## config.mk

```make
export PLATFORM = sky130hd
export DESIGN_NAME = portal_table_root_election
export DESIGN_NICKNAME = d
export VERILOG_FILES = /design/src/rtl/ptre_pkg.sv /design/src/rtl/ptre_cmp.sv /design/src/rtl/ptre_table.sv /design/src/rtl/ptre_seq.sv /design/src/rtl/portal_table_root_election.sv
export SDC_FILE = /design/constraint.sdc
export NUM_CORES = 2
export LEC_CHECK = 0
export ABC_CLOCK_PERIOD_IN_PS = 8000
export BUFFER_PORTS_ARGS = -buffer_cell sky130_fd_sc_hd__buf_2
export CAP_MARGIN = 20
export CORE_MARGIN = 2
export CORE_UTILIZATION = 38
export DETAILED_ROUTE_END_ITERATION = 8
export PLACE_DENSITY = 0.64
export SYNTH_ARGS = -nofsm -noshare
export SYNTH_HDL_FRONTEND = slang
export SYNTH_SLANG_ARGS = --single-unit
```

## constraint.sdc

```tcl
create_clock -name clock -period 8 [get_ports clock]
set_clock_uncertainty 0.15 [all_clocks]
set_input_delay 0.8 -clock clock [delete_from_list [all_inputs] [get_ports clock]]
set_output_delay 0.8 -clock clock [all_outputs]
set_load 0.01 [all_outputs]
```

## src/rtl/ptre_pkg.sv

```systemverilog
// ============================================================================
// ptre_pkg - shared types and constants for the portal table root election
// Entry layout, item structs, opcode and result codes, and the control groups
// that pass between the sequencer, the table memory and the compare unit.
// ============================================================================
`default_nettype none

package ptre_pkg;

   // table geometry
   localparam int TABLE_ENTRIES = 32;
   localparam int IDX_W         = (TABLE_ENTRIES > 1) ? $clog2(TABLE_ENTRIES) : 1;
   localparam int RES_MAX       = 32;
   localparam int NRES_W        = $clog2(RES_MAX + 1);

   // field widths
   localparam int MAC_W = 48;
   localparam int SEQ_W = 32;
   localparam int TMR_W = 8;
   localparam int CNT_W = 6;

   localparam logic [MAC_W-1:0] MAC_ALL_ONES  = '1;
   localparam logic [TMR_W-1:0] TIMEOUT_RESET = TMR_W'(10);

   // configuration port
   localparam int CSR_IDX_W  = 2;
   localparam int CSR_DATA_W = 48;
   localparam logic [CSR_IDX_W-1:0] CSR_OWN_MAC   = CSR_IDX_W'(0);
   localparam logic [CSR_IDX_W-1:0] CSR_WANT_ROOT = CSR_IDX_W'(1);
   localparam logic [CSR_IDX_W-1:0] CSR_TIMEOUT   = CSR_IDX_W'(2);

   typedef enum logic [1:0] {
      OP_ANNOUNCE = 2'd0,
      OP_TICK     = 2'd1,
      OP_DECIDE   = 2'd2,
      OP_CLEAR    = 2'd3
   } opcode_type;

   typedef enum logic [2:0] {
      KIND_ACCEPTED  = 3'd0,
      KIND_IGNORED   = 3'd1,
      KIND_EXPIRED   = 3'd2,
      KIND_TICK_NONE = 3'd3,
      KIND_DECIDED   = 3'd4,
      KIND_SKIPPED   = 3'd5
   } kind_type;

   typedef struct packed {
      opcode_type         opcode;
      logic [MAC_W-1:0]   orig_mac;
      logic [SEQ_W-1:0]   seq_number;
      logic               wants_root_bit;
      logic               path_fresh;
   } req_type;

   typedef struct packed {
      kind_type           kind;
      logic [MAC_W-1:0]   mac_out;
      logic               is_root_out;
      logic [CNT_W-1:0]   willing_count;
      logic               last;
   } rsp_type;

   typedef struct packed {
      logic [MAC_W-1:0]   own_mac;
      logic               want_root;
      logic [TMR_W-1:0]   timeout;
   } cfg_type;

   typedef struct packed {
      logic [MAC_W-1:0]   addr;
      logic [SEQ_W-1:0]   seq;
      logic               willing;
      logic [TMR_W-1:0]   timer;
   } entry_type;

   typedef struct packed {
      logic [IDX_W-1:0]   rd_idx;
      logic [IDX_W-1:0]   wr_idx;
      logic               we_all;
      logic               we_timer;
   } tbl_ctl_type;

   typedef struct packed {
      logic               lt;
      logic               eq;
   } cmp_res_type;

endpackage

`default_nettype wire

```

## src/rtl/ptre_cmp.sv

```systemverilog
// ============================================================================
// ptre_cmp - shared 48-bit address comparator
// Single magnitude/equality compare for the check, scan and decide states.
// ============================================================================
`default_nettype none

module ptre_cmp (
   input  wire logic [ptre_pkg::MAC_W-1:0] cmp_a,
   input  wire logic [ptre_pkg::MAC_W-1:0] cmp_b,
   output ptre_pkg::cmp_res_type           cmp_res
);

   // unsigned compare, a against b
   always_comb begin
      cmp_res.lt = (cmp_a < cmp_b);
      cmp_res.eq = (cmp_a == cmp_b);
   end

endmodule

`default_nettype wire

```

## src/rtl/ptre_table.sv

```systemverilog
// ============================================================================
// ptre_table - portal entry storage
// One write port (full entry or timer only) and one registered read port.
// Contents are undefined until written; validity is tracked by the sequencer.
// ============================================================================
`default_nettype none

module ptre_table (
   input  wire logic                  clock,
   input  ptre_pkg::tbl_ctl_type      tbl_ctl,
   input  ptre_pkg::entry_type        wr_entry,
   output ptre_pkg::entry_type        rd_entry
);

   logic [ptre_pkg::MAC_W-1:0] addr_mem [ptre_pkg::TABLE_ENTRIES];
   logic [ptre_pkg::SEQ_W-1:0] seq_mem  [ptre_pkg::TABLE_ENTRIES];
   logic                       will_mem [ptre_pkg::TABLE_ENTRIES];
   logic [ptre_pkg::TMR_W-1:0] tmr_mem  [ptre_pkg::TABLE_ENTRIES];

   ptre_pkg::entry_type rd_entry_ff;

   // write port
   always_ff @(posedge clock) begin
      if (tbl_ctl.we_all) begin
         addr_mem[tbl_ctl.wr_idx] <= wr_entry.addr;
         seq_mem[tbl_ctl.wr_idx]  <= wr_entry.seq;
         will_mem[tbl_ctl.wr_idx] <= wr_entry.willing;
      end
      if (tbl_ctl.we_all || tbl_ctl.we_timer) begin
         tmr_mem[tbl_ctl.wr_idx] <= wr_entry.timer;
      end
   end

   // registered read port
   always_ff @(posedge clock) begin
      rd_entry_ff.addr    <= addr_mem[tbl_ctl.rd_idx];
      rd_entry_ff.seq     <= seq_mem[tbl_ctl.rd_idx];
      rd_entry_ff.willing <= will_mem[tbl_ctl.rd_idx];
      rd_entry_ff.timer   <= tmr_mem[tbl_ctl.rd_idx];
   end

   assign rd_entry = rd_entry_ff;

endmodule

`default_nettype wire

```

## src/rtl/ptre_seq.sv

```systemverilog
// ============================================================================
// ptre_seq - operation sequencer
// Walks the table one entry per cycle for announce, tick and decide (unless a
// tick expiry waits for the output register), holds the valid bits, the
// decision flags, one pending result and the output register. Tick expiries
// are held one deep so the final one can carry last.
`default_nettype none

module ptre_seq (
   input  wire logic                        clock,
   input  wire logic                        reset,
   input  ptre_pkg::cfg_type                cfg,
   // item input
   input  wire logic                        req_valid,
   output logic                             req_stall,
   input  ptre_pkg::req_type                req_data,
   // result output
   output logic                             rsp_valid,
   input  wire logic                        rsp_stall,
   output ptre_pkg::rsp_type                rsp_data,
   // table memory
   output ptre_pkg::tbl_ctl_type            tbl_ctl,
   output ptre_pkg::entry_type              wr_entry,
   input  ptre_pkg::entry_type              rd_entry,
   // shared comparator
   output logic [ptre_pkg::MAC_W-1:0]       cmp_a,
   output logic [ptre_pkg::MAC_W-1:0]       cmp_b,
   input  ptre_pkg::cmp_res_type            cmp_res
);

   typedef enum logic [5:0] {
      ST_IDLE   = 6'b000001,
      ST_CHECK  = 6'b000010,
      ST_SCAN   = 6'b000100,
      ST_WRITE  = 6'b001000,
      ST_DECIDE = 6'b010000,
      ST_FLUSH  = 6'b100000
   } state_type;

   // control state
   state_type                            state_ff, state_in;
   logic [ptre_pkg::TABLE_ENTRIES-1:0]   valid_ff, valid_in;
   logic                                 decided_ff, decided_in;
   logic                                 is_root_ff, is_root_in;
   logic                                 pend_valid_ff, pend_valid_in;
   logic                                 rsp_valid_ff, rsp_valid_in;
   logic                                 hit_found_ff, hit_found_in;
   logic                                 free_found_ff, free_found_in;

   // working data
   ptre_pkg::req_type                    req_ff, req_in;
   logic [ptre_pkg::IDX_W-1:0]           idx_ff, idx_in;
   logic [ptre_pkg::IDX_W-1:0]           hit_idx_ff, hit_idx_in;
   logic [ptre_pkg::IDX_W-1:0]           free_idx_ff, free_idx_in;
   logic [ptre_pkg::MAC_W-1:0]           root_ff, root_in;
   logic [ptre_pkg::CNT_W-1:0]           cnt_ff, cnt_in;
   logic [ptre_pkg::NRES_W-1:0]          nres_ff, nres_in;
   ptre_pkg::kind_type                   pend_kind_ff, pend_kind_in;
   logic [ptre_pkg::MAC_W-1:0]           pend_mac_ff, pend_mac_in;
   logic [ptre_pkg::CNT_W-1:0]           pend_cnt_ff, pend_cnt_in;
   ptre_pkg::rsp_type                    rsp_data_ff, rsp_data_in;

   logic                                 ent_vld;
   logic                                 last_idx;
   logic                                 out_free;
   logic [ptre_pkg::TMR_W-1:0]           tmr_dec;
   logic                                 expire;
   logic                                 room;
   logic                                 scan_stall;
   logic                                 slot_ok;
   logic [ptre_pkg::IDX_W-1:0]           slot_idx;

   // per-entry status of the entry being scanned
   assign ent_vld   = valid_ff[idx_ff];
   assign last_idx  = (idx_ff == ptre_pkg::IDX_W'(ptre_pkg::TABLE_ENTRIES - 1));
   assign out_free  = !rsp_valid_ff || !rsp_stall;
   assign tmr_dec   = rd_entry.timer - 1'b1;
   assign expire    = (req_ff.opcode == ptre_pkg::OP_TICK) && ent_vld && (tmr_dec == '0);
   assign room      = (nres_ff < ptre_pkg::NRES_W'(ptre_pkg::RES_MAX));
   // a second expiry cannot be parked until the output register frees up
   assign scan_stall = (state_ff == ST_SCAN) && expire && room && pend_valid_ff && !out_free;
   assign slot_ok   = hit_found_ff || free_found_ff;
   assign slot_idx  = hit_found_ff ? hit_idx_ff : free_idx_ff;

   // comparator operand select
   always_comb begin
      case (state_ff)
         ST_CHECK: begin
            cmp_a = req_ff.orig_mac;
            cmp_b = cfg.own_mac;
         end
         ST_DECIDE: begin
            cmp_a = cfg.own_mac;
            cmp_b = root_ff;
         end
         default: begin
            cmp_a = rd_entry.addr;
            cmp_b = (req_ff.opcode == ptre_pkg::OP_ANNOUNCE) ? req_ff.orig_mac : root_ff;
         end
      endcase
   end

   // table port control
   always_comb begin
      tbl_ctl.rd_idx   = '0;
      if (state_ff == ST_SCAN) begin
         tbl_ctl.rd_idx = scan_stall ? idx_ff : idx_ff + 1'b1;
      end
      tbl_ctl.wr_idx   = (state_ff == ST_WRITE) ? slot_idx : idx_ff;
      tbl_ctl.we_all   = (state_ff == ST_WRITE) && slot_ok;
      tbl_ctl.we_timer = (state_ff == ST_SCAN) && (req_ff.opcode == ptre_pkg::OP_TICK) &&
                         ent_vld && !scan_stall;
      wr_entry.addr    = req_ff.orig_mac;
      wr_entry.seq     = req_ff.seq_number;
      wr_entry.willing = req_ff.wants_root_bit;
      wr_entry.timer   = (state_ff == ST_WRITE) ? cfg.timeout : tmr_dec;
   end

   // sequencer
   always_comb begin
      state_in      = state_ff;
      valid_in      = valid_ff;
      decided_in    = decided_ff;
      is_root_in    = is_root_ff;
      pend_valid_in = pend_valid_ff;
      rsp_valid_in  = rsp_valid_ff && rsp_stall;
      hit_found_in  = hit_found_ff;
      free_found_in = free_found_ff;
      req_in        = req_ff;
      idx_in        = idx_ff;
      hit_idx_in    = hit_idx_ff;
      free_idx_in   = free_idx_ff;
      root_in       = root_ff;
      cnt_in        = cnt_ff;
      nres_in       = nres_ff;
      pend_kind_in  = pend_kind_ff;
      pend_mac_in   = pend_mac_ff;
      pend_cnt_in   = pend_cnt_ff;
      rsp_data_in   = rsp_data_ff;

      case (state_ff)
         ST_IDLE: begin
            if (req_valid) begin
               req_in        = req_data;
               idx_in        = '0;
               hit_found_in  = 1'b0;
               free_found_in = 1'b0;
               root_in       = ptre_pkg::MAC_ALL_ONES;
               cnt_in        = '0;
               nres_in       = '0;
               pend_valid_in = 1'b0;
               pend_mac_in   = '0;
               pend_cnt_in   = '0;
               case (req_data.opcode)
                  ptre_pkg::OP_ANNOUNCE: state_in = ST_CHECK;
                  ptre_pkg::OP_TICK:     state_in = ST_SCAN;
                  ptre_pkg::OP_DECIDE: begin
                     if (decided_ff) begin
                        pend_valid_in = 1'b1;
                        pend_kind_in  = ptre_pkg::KIND_SKIPPED;
                        state_in      = ST_FLUSH;
                     end else begin
                        state_in      = ST_SCAN;
                     end
                  end
                  ptre_pkg::OP_CLEAR: begin
                     decided_in    = 1'b0;
                     pend_valid_in = 1'b1;
                     pend_kind_in  = ptre_pkg::KIND_ACCEPTED;
                     state_in      = ST_FLUSH;
                  end
                  default: state_in = ST_IDLE;
               endcase
            end
         end

         // own address or stale path: drop
         ST_CHECK: begin
            if (cmp_res.eq || !req_ff.path_fresh) begin
               pend_valid_in = 1'b1;
               pend_kind_in  = ptre_pkg::KIND_IGNORED;
               state_in      = ST_FLUSH;
            end else begin
               state_in      = ST_SCAN;
            end
         end

         // one entry per cycle unless a parked expiry waits for the output register
         ST_SCAN: begin
            if (!scan_stall) begin
               case (req_ff.opcode)
                  ptre_pkg::OP_ANNOUNCE: begin
                     if (ent_vld && cmp_res.eq && !hit_found_ff) begin
                        hit_found_in = 1'b1;
                        hit_idx_in   = idx_ff;
                     end
                     if (!ent_vld && !free_found_ff) begin
                        free_found_in = 1'b1;
                        free_idx_in   = idx_ff;
                     end
                  end
                  ptre_pkg::OP_DECIDE: begin
                     if (ent_vld && rd_entry.willing) begin
                        cnt_in = cnt_ff + 1'b1;
                        if (cmp_res.lt) begin
                           root_in = rd_entry.addr;
                        end
                     end
                  end
                  ptre_pkg::OP_TICK: begin
                     if (expire) begin
                        valid_in[idx_ff] = 1'b0;
                        if (room) begin
                           // previous expiry is not the last one: send it
                           if (pend_valid_ff) begin
                              rsp_valid_in              = 1'b1;
                              rsp_data_in.kind          = pend_kind_ff;
                              rsp_data_in.mac_out       = pend_mac_ff;
                              rsp_data_in.is_root_out   = is_root_ff;
                              rsp_data_in.willing_count = pend_cnt_ff;
                              rsp_data_in.last          = 1'b0;
                           end
                           pend_valid_in = 1'b1;
                           pend_kind_in  = ptre_pkg::KIND_EXPIRED;
                           pend_mac_in   = rd_entry.addr;
                           pend_cnt_in   = '0;
                           nres_in       = nres_ff + 1'b1;
                        end
                     end
                  end
                  default: ;
               endcase
               idx_in = idx_ff + 1'b1;
               if (last_idx) begin
                  case (req_ff.opcode)
                     ptre_pkg::OP_ANNOUNCE: state_in = ST_WRITE;
                     ptre_pkg::OP_DECIDE:   state_in = ST_DECIDE;
                     default:               state_in = ST_FLUSH;
                  endcase
               end
            end
         end

         // refresh the hit or fill the first free slot; ignore if the table is full
         ST_WRITE: begin
            pend_valid_in = 1'b1;
            if (slot_ok) begin
               valid_in[slot_idx] = 1'b1;
               pend_kind_in       = ptre_pkg::KIND_ACCEPTED;
            end else begin
               pend_kind_in       = ptre_pkg::KIND_IGNORED;
            end
            state_in = ST_FLUSH;
         end

         // fold in own address when volunteering
         ST_DECIDE: begin
            decided_in    = 1'b1;
            pend_valid_in = 1'b1;
            pend_kind_in  = ptre_pkg::KIND_DECIDED;
            pend_cnt_in   = cnt_ff;
            pend_mac_in   = root_ff;
            if (cfg.want_root && (cmp_res.lt || cmp_res.eq)) begin
               pend_mac_in = cfg.own_mac;
               is_root_in  = 1'b1;
            end
            state_in = ST_FLUSH;
         end

         // final result of the item
         ST_FLUSH: begin
            if (out_free) begin
               rsp_valid_in              = 1'b1;
               rsp_data_in.kind          = pend_valid_ff ? pend_kind_ff
                                                         : ptre_pkg::KIND_TICK_NONE;
               rsp_data_in.mac_out       = pend_valid_ff ? pend_mac_ff : '0;
               rsp_data_in.willing_count = pend_valid_ff ? pend_cnt_ff : '0;
               rsp_data_in.is_root_out   = is_root_ff;
               rsp_data_in.last          = 1'b1;
               pend_valid_in             = 1'b0;
               state_in                  = ST_IDLE;
            end
         end

         default: state_in = ST_IDLE;
      endcase
   end

   // control registers
   always_ff @(posedge clock) begin
      if (reset) begin
         state_ff      <= ST_IDLE;
         valid_ff      <= '0;
         decided_ff    <= 1'b0;
         is_root_ff    <= 1'b0;
         pend_valid_ff <= 1'b0;
         rsp_valid_ff  <= 1'b0;
         hit_found_ff  <= 1'b0;
         free_found_ff <= 1'b0;
      end else begin
         state_ff      <= state_in;
         valid_ff      <= valid_in;
         decided_ff    <= decided_in;
         is_root_ff    <= is_root_in;
         pend_valid_ff <= pend_valid_in;
         rsp_valid_ff  <= rsp_valid_in;
         hit_found_ff  <= hit_found_in;
         free_found_ff <= free_found_in;
      end
   end

   // working data registers
   always_ff @(posedge clock) begin
      req_ff       <= req_in;
      idx_ff       <= idx_in;
      hit_idx_ff   <= hit_idx_in;
      free_idx_ff  <= free_idx_in;
      root_ff      <= root_in;
      cnt_ff       <= cnt_in;
      nres_ff      <= nres_in;
      pend_kind_ff <= pend_kind_in;
      pend_mac_ff  <= pend_mac_in;
      pend_cnt_ff  <= pend_cnt_in;
      rsp_data_ff  <= rsp_data_in;
   end

   assign req_stall = (state_ff != ST_IDLE);
   assign rsp_valid = rsp_valid_ff;
   assign rsp_data  = rsp_data_ff;

endmodule

`default_nettype wire

```

## src/rtl/portal_table_root_election.sv

```systemverilog
// ============================================================================
// portal_table_root_election - aging portal table with root election
// Stores up to 32 portal announcements, ages them on tick items and elects
// the smallest root-willing address on a decide item.
// ============================================================================
// Each item is handled on its own: req_stall is high from the cycle after an
// item is accepted until its last result has been loaded into the output
// register. Every tick, every decide that is not a repeat and every announce
// that is not rejected walks the whole table through one registered memory
// read port and one shared 48-bit comparator, one entry per cycle unless
// expired entries back up behind a stalled output. Tick results come out one
// per expired entry, in table order, with last set on the final one; a tick
// that expires nothing gives a single "none expired" result. Configuration
// must be written only while no item is in flight; the block itself does not
// enforce this. There is no clearing pass after reset.
// ============================================================================
`default_nettype none

module portal_table_root_election (
   input  wire logic                              clock,
   input  wire logic                              reset,
   // item input
   input  wire logic                              req_valid,
   output logic                                   req_stall,
   input  ptre_pkg::req_type                      req_data,
   // result output
   output logic                                   rsp_valid,
   input  wire logic                              rsp_stall,
   output ptre_pkg::rsp_type                      rsp_data,
   // configuration write port
   input  wire logic                              csr_wr_en,
   input  wire logic [ptre_pkg::CSR_IDX_W-1:0]    csr_index,
   input  wire logic [ptre_pkg::CSR_DATA_W-1:0]   csr_wdata
);

   ptre_pkg::cfg_type                 cfg_ff;
   ptre_pkg::tbl_ctl_type             tbl_ctl;
   ptre_pkg::entry_type               wr_entry;
   ptre_pkg::entry_type               rd_entry;
   logic [ptre_pkg::MAC_W-1:0]        cmp_a;
   logic [ptre_pkg::MAC_W-1:0]        cmp_b;
   ptre_pkg::cmp_res_type             cmp_res;

   // configuration registers
   always_ff @(posedge clock) begin
      if (reset) begin
         cfg_ff.own_mac   <= '0;
         cfg_ff.want_root <= 1'b0;
         cfg_ff.timeout   <= ptre_pkg::TIMEOUT_RESET;
      end else if (csr_wr_en) begin
         case (csr_index)
            ptre_pkg::CSR_OWN_MAC:   cfg_ff.own_mac   <= csr_wdata[ptre_pkg::MAC_W-1:0];
            ptre_pkg::CSR_WANT_ROOT: cfg_ff.want_root <= csr_wdata[0];
            ptre_pkg::CSR_TIMEOUT:   cfg_ff.timeout   <= csr_wdata[ptre_pkg::TMR_W-1:0];
            default: ;
         endcase
      end
   end

   ptre_seq u_seq (
      .clock     (clock),
      .reset     (reset),
      .cfg       (cfg_ff),
      .req_valid (req_valid),
      .req_stall (req_stall),
      .req_data  (req_data),
      .rsp_valid (rsp_valid),
      .rsp_stall (rsp_stall),
      .rsp_data  (rsp_data),
      .tbl_ctl   (tbl_ctl),
      .wr_entry  (wr_entry),
      .rd_entry  (rd_entry),
      .cmp_a     (cmp_a),
      .cmp_b     (cmp_b),
      .cmp_res   (cmp_res)
   );

   ptre_table u_table (
      .clock    (clock),
      .tbl_ctl  (tbl_ctl),
      .wr_entry (wr_entry),
      .rd_entry (rd_entry)
   );

   ptre_cmp u_cmp (
      .cmp_a   (cmp_a),
      .cmp_b   (cmp_b),
      .cmp_res (cmp_res)
   );

endmodule

`default_nettype wire

```

==> run summary <==
Die Wd -> 486 um
WP buf/inv -> 2
Data arrival, critical path -> 6.74 ns
PortBufs -> 167
syn avg cell area -> 15.7 um2
DRC errors left -> 1
peak supply drop -> 0.000217 V
largest net degree at the start of global routing -> 150
Max Root-Sink Buffers -> 3
largest family of logic cells by synthesized area -> simple AND/OR/NAND/NOR gates
post-layout util -> 44.0%
Storage cell area -> 65200 um2
clk sink count -> 2225
area growth from synthesis to layout -> 15.0%
status -> complete, but fails checks
CP peak stage delay -> 0.93 ns
die height -> 486 um
die area -> 236000 um2
row count -> 176
max-slew violation count -> 0
CTS tree -> yes
multiplexer area fraction after synthesis -> 6.17%
family with the most delay on the worst path -> compound AO/OA/AOI/OAI gates
net count after synthesis -> 5821
YS warnings -> 0
CTS root buffer -> clkbuf_16
Clock transition at path regs -> 0.07 ns
crit path kind -> reg -> reg
GRT Util Overall -> 21.1%
worst relative slew slack -> 20.5%
DP HPWL -> 146000 um
Top FF cell, synth -> edfxtp_1
fmax -> 161 MHz
fin crit share -> 77.8%
post-synthesis xor/xnor area fraction -> 0.139%
Filler cells -> 19.9k
DRT Pass-1 Iters -> 9
Netlist Area Pre-Place -> 88200 um2
Compound-Gate Fraction of Synth Area -> 8.23%
failing checks -> DRC
number of synthesized flops with an enable pin -> 2067
P_leak -> 32.2 nW
Yosys top cell area share -> 70.4%
# IOs -> 200
ys async rst share -> 0%
Adder-Cell Fraction of Synth Area -> 0.809%
Setup Buffers After CTS -> 0
final antenna-violating net count -> 0
top cells by area, synth -> edfxtp_1, mux4_2, nand2_1
Crit. End Element -> flop
final setup violating endpoints -> 0
CP max-delay cell -> a222oi_1
Req. time, crit path -> 8.51 ns
endpoints failing hold -> 0
Layout Nets -> 6065
DR WL/cell -> 28.1 um
Overflow after GRT -> 0
multi-input logic area -> 21700 um2
first-pass GRT wire length -> 363000 um
cts bufs inserted -> 221
P per Cell Area -> 287 nW/um2
register area share after synthesis -> 74.0%
placer congestion estimate -> 0.878
number of global-route vias before repair -> 51.3k
core area -> 230000 um2
vias per cell -> 5.88
Max Cap Viol -> 0
critical path cell sequence -> buf_4 -> mux2i_1 -> o21ai_0 -> nor4_1 -> o221ai_1 -> nand2_1 -> mux2i_1 -> a22oi_1 -> nor3_2 -> buf_4 -> a222oi_1 -> nand3_1
Synth Register Bits -> 2225
Synth cell types -> 69
Starting DRT DRC Count -> 8127
worst hold-check path type -> in -> reg
initial core utilization -> 38.3%
setup TNS -> 0 ns
area leader, netlist -> edfxtp_1
CP max FO -> 12
Total Routed Length -> 255000 um
CP Launch Type -> flop
Least-Margin Pin Slew -> 1.19 ns
initial antenna violation count -> 17
post-synthesis simple-gate area fraction -> 8.72%
H-tree Lvls -> 4
unrepaired setup endpoints after global routing -> false
post-cts sizing count -> 0
Vias -> 53.4k
share of layout cells above drive strength 1 -> 15.7%
min Tclk post-route -> 6.23 ns
Synth Instances -> 5625
Clock Latency Late Sink -> 0.87 ns
per-layer routing:
metal / vias to the layer above / global-route usage [%] / part of all wire (%)
li1: 22800 / - / -
met5: - / 0 / 0.032
met2: 2994 / 32.0 / 45
met3: 489 / 5.16 / 11
met1: 27200 / 29.4 / 40
met4: 10 / 7.63 / 3.7
cell families (layout without fill, tap and decap cells):
family | after synthesis | after routing
DFF | 2225 | 2225
muxes | 315 | 315
and+or+nand+nor | 1669 | 1669
AOI/OAI and AO/OA | 934 | 934
adders and majority gates | 57 | 57
buffers and inverters | 411 | 846
xor gates and xnor gates | 14 | 14
other | 0 | 4
stage by stage:
| step | instance area, um2 | hold slack [ns] | instances | total power, mW | setup WS (ns) |
|---|---|---|---|---|---|
| floorplan | 88200 | 0.258 | 5625 | 16.9 | 0.274 |
| global route | 101000 | 0.0103 | 9087 | 30.0 | 1.51 |
| global placement | 93100 | 0.274 | 8595 | 18.7 | 1.77 |
| detailed placement | 93200 | 0.287 | 8600 | 18.8 | 1.75 |
| CTS | 101000 | 0.000229 | 9079 | 29.2 | 1.71 |
| finish | 101000 | 0.0377 | 9090 | 29.1 | 1.77 |
final timing paths:
check	startpoint	end	slack (ns)	cells after the start
setup / recovery	u_seq.idx_ff[1]	u_table.rd_entry[48]	1.77	12
hold / removal	req_data[73]	u_seq.wr_entry[80]	0.04	1
setup reg to reg	u_seq.idx_ff[1]	u_table.rd_entry[48]	1.77	12
hold reg to reg	u_seq.is_root_ff	u_seq.rsp_data[7]	0.31	0
power breakdown:
group,internal (mW),leakage [nW],switching (mW)
registers,14.0,19.9,0.634
clock network,5.94,3.61,4.51
logic,1.20,8.75,2.84
total,21.1,32.2,7.99
layout by cell type, fill, tap and decap left out, types with 57 or more instances in the layout:
| cell | count |
|---|---|
| and2_1 | 58 |
| mux4_2 | 182 |
| dlygate4sd3_1 | 65 |
| dfxtp_1 | 158 |
| a211oi_1 | 109 |
| buf_4 | 148 |
| a222oi_1 | 72 |
| nor3_1 | 63 |
| a21oi_1 | 113 |
| a221o_1 | 96 |
| buf_2 | 166 |
| nor2b_1 | 60 |
| nor2_1 | 104 |
| a311oi_1 | 159 |
| mux2i_1 | 129 |
| a32oi_1 | 119 |
| o21ai_0 | 101 |
| nand2_1 | 922 |
| nand3_1 | 176 |
| clkbuf_16 | 226 |
| ha_1 | 57 |
| nor3b_1 | 109 |
| edfxtp_1 | 2067 |
Yosys cell counts, types with 25 or more instances:
master	n
mux2i_1	129
ha_1	57
a211oi_1	109
a32oi_1	119
a311oi_1	160
inv_1	25
nand3_1	177
clkbuf_1	265
dfxtp_1	158
nand2_1	922
nor3b_1	113
edfxtp_1	2067
mux4_2	182
a21oi_1	118
nand2b_1	52
o21ai_0	107
nor3_1	68
and2_1	58
nor2b_1	61
o2111ai_1	40
nor2_1	139
a222oi_1	72
a221o_1	96
buf_2	89
sequential cells by signal (all words and copies together), names as in the netlist, 3 cells and up:
signal              flops
u_seq.hit_idx_ff        5
u_seq.req_ff            3
u_seq.idx_ff            5
u_seq.pend_kind_ff      3
u_seq.state_ff          6
u_table.tmr_mem       256
u_seq.cnt_ff            6
u_seq.pend_mac_ff      48
u_seq.root_ff          48
u_table.rd_entry       57
cfg_ff                 57
u_table.will_mem       32
u_seq.valid_ff         32
u_seq.nres_ff           6
u_table.addr_mem     1536
u_seq.free_idx_ff       5
u_seq.wr_entry         49
u_seq.rsp_data         59
u_seq.pend_cnt_ff       6
layout make-up:
| cell class | instances | area share [%] |
|---|---|---|
| Sequential cell | 2225 | 64.3 |
| Timing Repair Buffer | 404 | 3.10 |
| Antenna cell | 4 | 0.00987 |
| Inverter | 28 | 0.127 |
| Clock inverter | 116 | 1.17 |
| Multi-Input combinational cell | 2989 | 21.4 |
| Clock buffer | 298 | 6.11 |
| Tap cell | 3026 | 3.73 |
timing repair:
item / in CTS / in global routing
endpoints found under the setup margin: 0 / 0
hold buffers: 65 / 0
endpoints found under the hold margin: 65 / 0
(Power assumes the default switching activity.)
